$ cat config.mk
export PLATFORM = sky130hd
export DESIGN_NAME = telemetry_frame_parser
export DESIGN_NICKNAME = d
export VERILOG_FILES = /design/src/rtl/core/tfp_pkg.sv /design/src/rtl/core/telemetry_frame_parser.sv
export SDC_FILE = /design/constraint.sdc
export NUM_CORES = 1
export LEC_CHECK = 0
export BUFFER_PORTS_ARGS = -buffer_cell sky130_fd_sc_hd__buf_2
export CAP_MARGIN = 0
export CORE_MARGIN = 1
export CORE_UTILIZATION = 49
export DETAILED_ROUTE_END_ITERATION = 6
export HOLD_SLACK_MARGIN = 0.02
export PLACE_DENSITY = 0.78
export SLEW_MARGIN = 30
export SYNTH_ARGS = -nofsm -noshare
export SYNTH_HDL_FRONTEND = slang
export SYNTH_SLANG_ARGS = --single-unit
$ cat constraint.sdc
create_clock -name clk_i -period 3.2 [get_ports clk_i]
set_input_delay 0.96 -clock clk_i [delete_from_list [all_inputs] [get_ports clk_i]]
set_output_delay 0.96 -clock clk_i [all_outputs]
set_load 0.1 [all_outputs]
$ cat src/rtl/core/tfp_pkg.sv
// Shared types and constants for the telemetry frame parser.
package tfp_pkg;

  // Number of payload bytes kept for decoding (default and minimum).
  localparam int unsigned DECODED_BYTES_DEF = 14;

  // Length byte counts the header and check bytes on top of the payload.
  localparam logic [7:0] FRAME_OVERHEAD = 8'd6;

  // Configuration port shape.
  localparam int unsigned CFG_DATA_W  = 8;
  localparam int unsigned CFG_INDEX_W = 3;

  typedef enum logic [CFG_INDEX_W-1:0] {
    CFG_START_BYTE   = 3'd0,
    CFG_MAX_LENGTH   = 3'd1,
    CFG_OWN_SENDER   = 3'd2,
    CFG_POSITION_ID  = 3'd3,
    CFG_LINK_ERR_ID  = 3'd4
  } cfg_index_e;

  // Register reset values.
  localparam logic [7:0] START_BYTE_RST       = 8'd153;
  localparam logic [7:0] MAX_LENGTH_RST       = 8'd64;
  localparam logic [7:0] OWN_SENDER_RST       = 8'd1;
  localparam logic [7:0] POSITION_MSG_ID_RST  = 8'd1;
  localparam logic [7:0] LINK_ERR_MSG_ID_RST  = 8'd2;

  // Result status codes.
  typedef enum logic [2:0] {
    ST_POS_OK     = 3'd0,
    ST_LINK_OK    = 3'd1,
    ST_BAD_LEN    = 3'd2,
    ST_BAD_SENDER = 3'd3,
    ST_BAD_MSGID  = 3'd4,
    ST_CHECK_A    = 3'd5,
    ST_CHECK_B    = 3'd6
  } status_e;

endpackage

$ cat src/rtl/core/telemetry_frame_parser.sv
// Top level of the telemetry frame parser: byte-wise frame decode with check bytes.
//
// Usage: feed the received serial stream one byte per item on the input
// channel (in_valid_i / in_stall_o / rx_byte_i). The parser hunts for the
// start byte, reads length, sender id and message id, collects the payload
// and verifies the two Fletcher-style check bytes. Every frame that ends,
// good or bad, yields exactly one result item on the output channel
// (out_valid_o / out_stall_i plus the field ports); idle bytes yield none.
// Latency: a result is visible the cycle after the byte that completes or
// breaks the frame. Throughput: one byte per cycle unless stalled; each byte
// is a single state update from the input port into the state and result registers.
// Stall: a held result sits in the output register; a new byte is taken
// whenever that register is empty or is being drained in the same cycle,
// so the input stalls only while a result waits and the receiver stalls.
// Reset: the parser returns to the hunt, sums and counters clear, the
// payload store clears to zero and the registers take their reset values.
// Configuration is written through cfg_we_i / cfg_index_i / cfg_wdata_i
// while the parser is idle; indexes beyond the register list are ignored.
module telemetry_frame_parser #(
  parameter int unsigned DECODED_BYTES = tfp_pkg::DECODED_BYTES_DEF
) (
  input  logic                               clk_i,
  input  logic                               rst_ni,
  // byte input
  input  logic                               in_valid_i,
  output logic                               in_stall_o,
  input  logic [7:0]                         rx_byte_i,
  // result output
  output logic                               out_valid_o,
  input  logic                               out_stall_i,
  output logic [2:0]                         status_o,
  output logic [7:0]                         sender_field_o,
  output logic [7:0]                         fix_field_o,
  output logic signed [31:0]                 pos_x_o,
  output logic signed [31:0]                 pos_y_o,
  output logic signed [31:0]                 pos_z_o,
  output logic [15:0]                        link_error_count_o,
  // configuration writes
  input  logic                               cfg_we_i,
  input  logic [tfp_pkg::CFG_INDEX_W-1:0]    cfg_index_i,
  input  logic [tfp_pkg::CFG_DATA_W-1:0]     cfg_wdata_i
);
  import tfp_pkg::*;

  localparam int unsigned IDX_W = $clog2(DECODED_BYTES);

  typedef enum logic [2:0] {
    PH_HUNT    = 3'd0,
    PH_LEN     = 3'd1,
    PH_SENDER  = 3'd2,
    PH_MSGID   = 3'd3,
    PH_PAYLOAD = 3'd4,
    PH_CKA     = 3'd5,
    PH_CKB     = 3'd6
  } phase_e;

  // Configuration registers
  logic [7:0] start_byte_q, max_length_q, own_sender_q, pos_id_q, link_id_q;

  // Parser state
  phase_e     phase_q, phase_d;
  logic [7:0] sum_a_q, sum_a_d, sum_b_q, sum_b_d;
  logic [7:0] frame_len_q, frame_len_d;
  logic [7:0] pay_cnt_q, pay_cnt_d;
  logic       is_link_q, is_link_d;
  logic [7:0] store_q [DECODED_BYTES];

  // Result register
  logic        out_valid_q, out_valid_d;
  status_e     status_q, status_d;
  logic [7:0]  sender_q, sender_d, fix_q, fix_d;
  logic [31:0] pos_x_q, pos_x_d, pos_y_q, pos_y_d, pos_z_q, pos_z_d;
  logic [15:0] lec_q, lec_d;

  logic       in_acc;
  logic       emit;
  logic       store_we;
  logic [7:0] pay_total;
  logic [7:0] acc_a, acc_b;
  logic [7:0] pay_cnt_inc;

  // Take a byte unless a result waits on a stalled receiver.
  assign in_stall_o = out_valid_q & out_stall_i;
  assign in_acc     = in_valid_i & ~in_stall_o;

  // Payload bytes implied by the length byte; short lengths carry none.
  assign pay_total   = (frame_len_q < FRAME_OVERHEAD) ? 8'd0 : frame_len_q - FRAME_OVERHEAD;
  assign acc_a       = sum_a_q + rx_byte_i;
  assign acc_b       = sum_b_q + acc_a;
  assign pay_cnt_inc = pay_cnt_q + 8'd1;

  // Keep only the leading payload bytes; the rest still enter the sums.
  assign store_we = in_acc && (phase_q == PH_PAYLOAD) && (pay_cnt_q < 8'(DECODED_BYTES));

  always_comb begin
    phase_d     = phase_q;
    sum_a_d     = sum_a_q;
    sum_b_d     = sum_b_q;
    frame_len_d = frame_len_q;
    pay_cnt_d   = pay_cnt_q;
    is_link_d   = is_link_q;
    emit        = 1'b0;
    status_d    = status_q;
    sender_d    = '0;
    fix_d       = '0;
    pos_x_d     = '0;
    pos_y_d     = '0;
    pos_z_d     = '0;
    lec_d       = '0;

    if (in_acc) begin
      unique case (phase_q)
        PH_LEN: begin
          frame_len_d = rx_byte_i;
          sum_a_d     = acc_a;
          sum_b_d     = acc_b;
          if (rx_byte_i > max_length_q) begin
            emit     = 1'b1;
            status_d = ST_BAD_LEN;
            phase_d  = PH_HUNT;
          end else begin
            phase_d = PH_SENDER;
          end
        end
        PH_SENDER: begin
          if (rx_byte_i != own_sender_q) begin
            emit     = 1'b1;
            status_d = ST_BAD_SENDER;
            phase_d  = PH_HUNT;
          end else begin
            sum_a_d = acc_a;
            sum_b_d = acc_b;
            phase_d = PH_MSGID;
          end
        end
        PH_MSGID: begin
          // Position wins when both ids are equal.
          if (rx_byte_i == pos_id_q || rx_byte_i == link_id_q) begin
            is_link_d = (rx_byte_i != pos_id_q);
            sum_a_d   = acc_a;
            sum_b_d   = acc_b;
            pay_cnt_d = '0;
            phase_d   = (pay_total == 8'd0) ? PH_CKA : PH_PAYLOAD;
          end else begin
            emit     = 1'b1;
            status_d = ST_BAD_MSGID;
            phase_d  = PH_HUNT;
          end
        end
        PH_PAYLOAD: begin
          sum_a_d   = acc_a;
          sum_b_d   = acc_b;
          pay_cnt_d = pay_cnt_inc;
          if (pay_cnt_inc >= pay_total) begin
            phase_d = PH_CKA;
          end
        end
        PH_CKA: begin
          if (rx_byte_i != sum_a_q) begin
            emit     = 1'b1;
            status_d = ST_CHECK_A;
            phase_d  = PH_HUNT;
          end else begin
            phase_d = PH_CKB;
          end
        end
        PH_CKB: begin
          emit    = 1'b1;
          phase_d = PH_HUNT;
          if (rx_byte_i != sum_b_q) begin
            status_d = ST_CHECK_B;
          end else if (is_link_q) begin
            status_d = ST_LINK_OK;
            lec_d    = {store_q[5], store_q[4]};
          end else begin
            status_d = ST_POS_OK;
            sender_d = store_q[0];
            fix_d    = store_q[1];
            pos_x_d  = {store_q[5], store_q[4], store_q[3], store_q[2]};
            pos_y_d  = {store_q[9], store_q[8], store_q[7], store_q[6]};
            pos_z_d  = {store_q[13], store_q[12], store_q[11], store_q[10]};
          end
        end
        default: begin
          // Hunt; unused codes behave the same.
          phase_d = PH_HUNT;
          if (rx_byte_i == start_byte_q) begin
            sum_a_d = '0;
            sum_b_d = '0;
            phase_d = PH_LEN;
          end
        end
      endcase
    end

    // Load a fresh result, drop a delivered one, hold a stalled one.
    if (emit) begin
      out_valid_d = 1'b1;
    end else if (!out_stall_i) begin
      out_valid_d = 1'b0;
    end else begin
      out_valid_d = out_valid_q;
    end
  end

  always_ff @(posedge clk_i or negedge rst_ni) begin
    if (!rst_ni) begin
      phase_q     <= PH_HUNT;
      sum_a_q     <= '0;
      sum_b_q     <= '0;
      frame_len_q <= '0;
      pay_cnt_q   <= '0;
      is_link_q   <= 1'b0;
      out_valid_q <= 1'b0;
      status_q    <= ST_POS_OK;
      sender_q    <= '0;
      fix_q       <= '0;
      pos_x_q     <= '0;
      pos_y_q     <= '0;
      pos_z_q     <= '0;
      lec_q       <= '0;
    end else begin
      phase_q     <= phase_d;
      sum_a_q     <= sum_a_d;
      sum_b_q     <= sum_b_d;
      frame_len_q <= frame_len_d;
      pay_cnt_q   <= pay_cnt_d;
      is_link_q   <= is_link_d;
      out_valid_q <= out_valid_d;
      // Result payload: load only with a new result.
      if (emit) begin
        status_q <= status_d;
        sender_q <= sender_d;
        fix_q    <= fix_d;
        pos_x_q  <= pos_x_d;
        pos_y_q  <= pos_y_d;
        pos_z_q  <= pos_z_d;
        lec_q    <= lec_d;
      end
    end
  end

  // Payload store; stale bytes of earlier frames are reported, so clear on reset.
  always_ff @(posedge clk_i or negedge rst_ni) begin
    if (!rst_ni) begin
      for (int i = 0; i < DECODED_BYTES; i++) begin
        store_q[i] <= '0;
      end
    end else if (store_we) begin
      store_q[pay_cnt_q[IDX_W-1:0]] <= rx_byte_i;
    end
  end

  // Configuration registers; unknown indexes are ignored.
  always_ff @(posedge clk_i or negedge rst_ni) begin
    if (!rst_ni) begin
      start_byte_q <= START_BYTE_RST;
      max_length_q <= MAX_LENGTH_RST;
      own_sender_q <= OWN_SENDER_RST;
      pos_id_q     <= POSITION_MSG_ID_RST;
      link_id_q    <= LINK_ERR_MSG_ID_RST;
    end else if (cfg_we_i) begin
      unique case (cfg_index_i)
        CFG_START_BYTE:  start_byte_q <= cfg_wdata_i;
        CFG_MAX_LENGTH:  max_length_q <= cfg_wdata_i;
        CFG_OWN_SENDER:  own_sender_q <= cfg_wdata_i;
        CFG_POSITION_ID: pos_id_q     <= cfg_wdata_i;
        CFG_LINK_ERR_ID: link_id_q    <= cfg_wdata_i;
        default: ;
      endcase
    end
  end

  assign out_valid_o        = out_valid_q;
  assign status_o           = status_q;
  assign sender_field_o     = sender_q;
  assign fix_field_o        = fix_q;
  assign pos_x_o            = pos_x_q;
  assign pos_y_o            = pos_y_q;
  assign pos_z_o            = pos_z_q;
  assign link_error_count_o = lec_q;

endmodule

==> results.toml, run 1 <==
[clocking]
cts_sinks = 320
path_clk_slew_ns = 0.06
numCtsBuffers = 35
cts_resized = 0
clk-insertion-delay-late_ns = 0.52
post_cts_buffers = 0
cts_tree = "yes"
h-tree-depth = 2
clock_tree.root_cell = "clkbuf_16"
clock_path_buffers = 3
postCtsHoldBufs = 0

[pwr]
p_leak_nw = 8.645
power.net_switching_mw = 3.792
seq_power_share = 0.402
pwr-share-comb = 0.258
max-vdd-ir-drop_v = 0.0005742
int_power_mw = 7.729
power.clock.fraction = 0.340
total_power_per_unit_cell_area_nw_per_um2 = 662.0
p_sw_frac = 0.3292

[synthesis]
syn-instance-count = 1280
largest_family_of_logic_cells_by_synthesized_area = "multiplexers"
post_synth_fa_ha_maj_area_fraction = 0.03259
synthFlopType = "dfrtp_1"
synth-compound-area-share = 0.09855
ys_types = 75
synth-seq-cells = 320
synth_fp_nets = 1341
synth.yosys.seq_area_share = 0.5468
muxShareOfSynthArea = 0.1284
synthDominantCellAreaShare = 0.5324
synth_simple_gate_area_frac = 0.09462
synth-edff-count = 0
synthArstFlopShare = 1.000
number_of_warnings_printed_during_yosys_synthesis = 0
avgSynthCellArea_um2 = 11.46
yosys.area_share.xor_xnor = 0.03737
synthesis.area_um2 = 14660
area_contributors_post_synth = "dfrtp_1 (53%), mux2_2 (8.3%), nand3_1 (4.3%)"
post-synth-top-area-cell = "dfrtp_1"

[worst_setup_path]
arrival_time_at_the_worst_endpoint_ns = 3.50
path_buf_inv = 3
critPathMostFrequentCell = "o21ai_1"
cp_data_required_time_ns = 3.60
cp_cell_sequence = "buf_2 -> buf_4 -> fa_2 -> a21o_1 -> a21oi_2 -> o21ai_1 -> xor2_1 -> ha_2 -> or3_1 -> o21ai_1 -> inv_1 -> and4_1 -> o2111ai_1 -> a21bo_2"
critical_path.max_fanout = 3
crit_path_max_incr_delay_ns = 0.40
critPathLaunchType = "input pin"
path_delay_family = "compound AO/OA/AOI/OAI gates"
crit_slowest_cell = "fa_2"
critical_path_class = "input pin to flop"
crit_path_end_kind = "flop"

[placed_design]
io_buffers = 156
place_congestion = 0.8885
dpl_worst_slack_ns = -0.4643
dp_hpwl_um = 23050

[global_routing]
grt_util_all_layers = 0.2361
first_global_vias = 10670
antenna_found_initial = 0
grt-ovfl-total = 0
global_route_wire_length_before_repair_um = 57370
grt_max_degree = 129

[detailed_routing]
drcViolationCount = 0
route.final.wire_length_um = 35260
ant_nets = 0
dr.pass1.iters = 7
num_vias = 10540
detail_route.wl_per_cell_um = 18.75
via_per_inst = 5.604
number_of_drc_markers_in_iteration_0 = 755

[layout]
layout.cells.most_common_list = "dfrtp_1 (312), buf_2 (155), inv_1 (135)"
num-nets-final = 1534
sequential_cell_area_um2 = 8018
commonest_non_fill_non_tap_cell_in_the_layout = "dfrtp_1"
insertedDiodeCount = 0
fraction_of_final_layout_cells_with_drive_strength_greater_than_1 = 0.2906
areaGrowthSynthToFinish_pct = 18.68
nFillCells = 2332
multiInputGateArea_um2 = 5781

[sta]
setup_viol = 0
final.period_utilization = 0.9682
timing.setup.tns_ns = 0
fmax_mhz = 322.8
finClkSkew_ns = 0.02173
slew_headroom = 0.5101
final_period_minus_worst_setup_slack_ns = 3.098
timing.final.max_slew_violations = 0
rsz0062_at_grt = "yes"
max_slew.worst_pin.slew_ns = 0.7349
hold_violation_total_from_the_final_report = 0
timing.final.ws_setup_ns = 0.1017

[min_path]
worst_hold_path_type = "input pin to async pin"

[floorplan]
die-width_um = 175.0
floorplan.initialDensity = 0.5041
core_footprint_um2 = 29090
floorplan.io_pins = 157
dieArea_um2 = 30620
die_h_um = 175.0
floorplan.rows = 62

[job]
drv_cap = 0

[run_status]
outcome = "complete, no violations"
## final timing paths
check,start,endpoint,slack (ns),depth (start not counted)
setup / recovery,rx_byte_i[1],sum_b_q[7],0.10,14
hold / removal,rst_ni,pos_z_o[5],0.48,1
setup reg to reg,frame_len_q[4],phase_q[1],0.17,10
hold reg to reg,link_error_count_o[12],link_error_count_o[12],0.49,1
max in group asynchronous,rst_ni,pos_id_q[0],1.89,2
min in group clk_i,link_error_count_o[12],link_error_count_o[12],0.49,1
## cells in the mapped netlist, drive strengths merged, types with 3 or more instances
master	n
dfrtp	312
mux2	160
o21ai	137
inv	136
nand3	125
nand2	50
clkbuf	40
xor2	38
ha	35
buf	32
xnor2	22
nor2	21
a21oi	18
a32o	16
and2	11
nor4	10
a21o	9
dfstp	8
nor3	8
a22o	7
mux2i	7
nand2b	7
nand4	6
a21boi	5
nor2b	5
a211oi	4
a31o	4
a31oi	3
o2111ai	3
o21a	3
o21bai	3
o31ai	3
or3	3
## power by group through the flow
stage / clock network [mW] / logic, mW / registers (mW)
floorplan: 0 / 1.33 / 5.46
global placement: 0 / 2.89 / 4.68
detailed placement: 0 / 2.96 / 4.70
CTS: 3.99 / 2.98 / 4.63
global route: 4.13 / 3.21 / 4.67
finish: 3.92 / 2.97 / 4.63
## sequential cells by signal, indices dropped and copies added, names as in the netlist
name                count
out_valid_o             1
own_sender_q            8
link_id_q               8
pos_x_o                32
is_link_q               1
link_error_count_o     16
start_byte_q            8
phase_q                 3
fix_field_o             8
sum_b_q                 8
store_q               112
pos_y_o                32
sender_field_o          8
pos_z_o                32
pay_cnt_q               8
max_length_q            8
sum_a_q                 8
frame_len_q             8
pos_id_q                8
status_o                3
## per-layer routing
layer / up-vias / share of wire / GRT usage
met5: - / 0 / 0
met4: 0 / 0.018 / 0.05543
met3: 54 / 0.055 / 0.03481
met2: 342 / 0.47 / 0.3740
met1: 5334 / 0.45 / 0.3432
li1: 4812 / - / -
## per-stage QoR
step / total power [mW] / instance area (µm²) / hold slack, ns / cells / utilization
CTS: 11.60 / 17400 / 0.4884 / 1881 / 0.5981
global placement: 7.573 / 16280 / 0.4725 / 1820 / 0.5596
finish: 11.52 / 17400 / 0.4751 / 1881 / 0.5982
detailed placement: 7.660 / 16280 / 0.4803 / 1820 / 0.5596
global route: 12.01 / 17400 / 0.5029 / 1881 / 0.5982
floorplan: 6.790 / 14690 / 0.4631 / 1280 / -
## area by class of cell
type | instances | area share
Sequential cell | 320 | 0.4607
Timing Repair Buffer | 228 | 0.08584
Multi-Input combinational cell | 752 | 0.3322
Inverter | 136 | 0.02933
Clock inverter | 8 | 0.004961
Clock buffer | 53 | 0.05939
Tap cell | 384 | 0.02761
## cell families after synthesis
| kind of cell | after synthesis |
|---|---|
| DFF | 320 |
| and+or+nand+nor | 259 |
| AOI/OAI and AO/OA | 229 |
| buffers and inverters | 208 |
| muxes | 167 |
| xor gates and xnor gates | 60 |
| adders and majority gates | 37 |
## worst register-to-register path, cell delays in order, from the launching register on
cell and delay [ns]:
dfrtp_1 0.43, or3_1 0.44, or4_1 0.53, and2_1 0.19, ha_1 0.26, nand2b_1 0.14, a21o_1 0.18, a21o_1 0.19
a211o_1 0.33, a21o_1 0.17, o31a_1 0.10
Note: power is estimated with default switching activity, not from simulation.
==> inputs of run 2 (changes only) <==
Settings changed: CORE_UTILIZATION 49 to 52, PLACE_DENSITY 0.78 to 0.82.
==> run 2 against run 1 <==
  * The flow now finishes with violations (negative setup slack)
  * Die area shrank 5.7%
  * Combinational power increased by 4%
  * Fmax fell by 3.9%
  * Register-to-register slack worse by 0.04 ns
==> results.toml, run 2 (synthesized netlist as in run 1, its figures left out) <==
[layout]
areaGrowthSynthToFinish_pct = 18.81
multiInputGateArea_um2 = 5816
commonest_non_fill_non_tap_cell_in_the_layout = "dfrtp_1"
sequential_cell_area_um2 = 8018
largest_register = "store_q"
nFillCells = 2174
fin_area_um2 = 17420
largest_reg_flops = 112
fraction_of_final_layout_cells_with_drive_strength_greater_than_1 = 0.2918
insertedDiodeCount = 0
layout.cells.most_common_list = "dfrtp_1 (312), buf_2 (155), inv_1 (135)"
num-nets-final = 1527

[clocking]
cts_sinks = 320
clock_tree.root_cell = "clkbuf_16"
clk-insertion-delay-late_ns = 0.52
path_clk_slew_ns = 0.05
clock_path_buffers = 3
numCtsBuffers = 34
cts_tree = "yes"
h-tree-depth = 2

[detailed_routing]
ant_nets = 0
num_vias = 10700
route.final.wire_length_um = 35850
via_per_inst = 5.723
detail_route.wl_per_cell_um = 19.18
drcViolationCount = 0
dr.pass1.iters = 5
number_of_drc_markers_in_iteration_0 = 717

[pwr]
p_leak_nw = 8.648
max-vdd-ir-drop_v = 0.0005011
power_mw = 11.70
total_power_per_unit_cell_area_nw_per_um2 = 671.3

[placed_design]
dpl_worst_slack_ns = -0.4206
place_congestion = 0.9209
placedInstanceArea_um2 = 16230
dp_hpwl_um = 23070
io_buffers = 156

[run_status]
violations = "negative setup slack"
outcome = "finished, violations left"

[floorplan]
floorplan.initialDensity = 0.5278
die_h_um = 169.9
floorplan.io_pins = 157
floorplan.rows = 61
dieArea_um2 = 28880
die-width_um = 169.9
core_footprint_um2 = 27780

[worst_setup_path]
arrival_time_at_the_worst_endpoint_ns = 3.62
critical_path.max_fanout = 2
worstReg2RegStart = "sum_a_q[0]"
worst-r2r-cell-count = 13
crit_path_max_incr_delay_ns = 0.43
timing.rr.end = "sum_b_q[7]"
critical_path_class = "input pin to flop"
crit_slowest_cell = "a2111o_1"
cp_data_required_time_ns = 3.60
critPathLaunchType = "input pin"
regToRegSetupSlack_ns = 0.13
crit_path_end_kind = "flop"
cp_cell_sequence = "buf_2 -> ha_4 -> fa_2 -> a21o_1 -> a21oi_4 -> xnor2_2 -> ha_1 -> inv_2 -> nor2_1 -> a2111o_1 -> buf_4 -> a22oi_2 -> o311ai_1 -> a21bo_2"

[sta]
final.period_utilization = 1.008
slew_headroom = 0.4351
hold_violation_total_from_the_final_report = 0
max_slew.worst_pin.slew_ns = 0.8435
fmax_mhz = 310.0
final_period_minus_worst_setup_slack_ns = 3.225
finClkSkew_ns = 0.01821
rsz0062_at_grt = "yes"
timing.final.ws_setup_ns = -0.02541
hold_slack_ns = 0.4250
timing.final.max_slew_violations = 0
setup_viol = 1

[global_routing]
antenna_found_initial = 0
first_global_vias = 10780
global_route_wire_length_before_repair_um = 57410
grt_util_all_layers = 0.2532
grt-ovfl-total = 0
grt_max_degree = 117

[min_path]
worst_hold_path_type = "input pin to async pin"

[job]
drv_cap = 0
## run 2: cell types whose count changed in the layout (fill, tap and decap cells not counted), moves of 2 or more
cell       previous run  this run
xnor2_2               1         3
clkinv_2              4         7
clkbuf_8              9         4
bufinv_16             1         3
buf_12               13        15
buf_4                59        51
clkinv_4              0         2
xnor2_1              21        19
## run 2: metrics by stage
stage | std cells | TNS [ns] | util
2_1_floorplan | 1280 | -0.1587 | -
3_3_place_gp | 1805 | -5.582 | 0.5842
3_5_place_dp | 1805 | -8.927 | 0.5842
4_1_cts | 1866 | 0 | 0.6249
5_1_grt | 1869 | -0.1001 | 0.6271
6_report | 1869 | -0.02541 | 0.6271
## run 2: what timing repair did
action | 4_1_cts | 5_1_grt
setup buffers | 0 | 3
setup endpoints to repair | 0 | 2
hold buffers | 0 | 0
gates resized for setup | 0 | 7
## run 2: layout make-up
cell class,count,area share
sequential,320,0.4602
multi-input combinational,752,0.3338
timing repair buffer,222,0.08460
clock buffer,47,0.05515
inverter,136,0.02930
tap,378,0.02715
clock inverter,14,0.009838
## run 2: worst max-delay path: cells and delay by family
family	cells	cell delay [ns]
simple gates	1	0.06
compound gates	6	1.34
fa+ha+maj	3	0.78
xor+xnor	1	0.14
buf+inv	3	0.34
## run 2: worst max path at each step
stage | start | end | slack [ns] | depth (start not counted)
floorplan | rx_byte_i[0] | sum_b_q[7] | -0.16 | 13
global placement | rx_byte_i[0] | sum_b_q[7] | -0.39 | 14
detailed placement | rx_byte_i[0] | sum_b_q[7] | -0.42 | 14
CTS | rx_byte_i[0] | sum_b_q[7] | 0.04 | 14
global route | rx_byte_i[0] | sum_b_q[7] | -0.10 | 14
finish | rx_byte_i[0] | sum_b_q[7] | -0.03 | 14
## run 2: layer usage
| metal | GRT usage | part of all wire | vias to the layer above |
|---|---|---|---|
| li1 | - | - | 4795 |
| met1 | 0.3507 | 0.44 | 5423 |
| met2 | 0.4152 | 0.48 | 420 |
| met3 | 0.04256 | 0.068 | 58 |
| met4 | 0.06267 | 0.018 | 0 |
| met5 | 0 | 0 | - |
## run 2: power by group
group | internal (mW) | total (mW) | switching (mW)
sequential | 4.38 | 4.62 | 0.245
combinational | 1.09 | 3.10 | 2.01
clock | 2.37 | 3.97 | 1.61
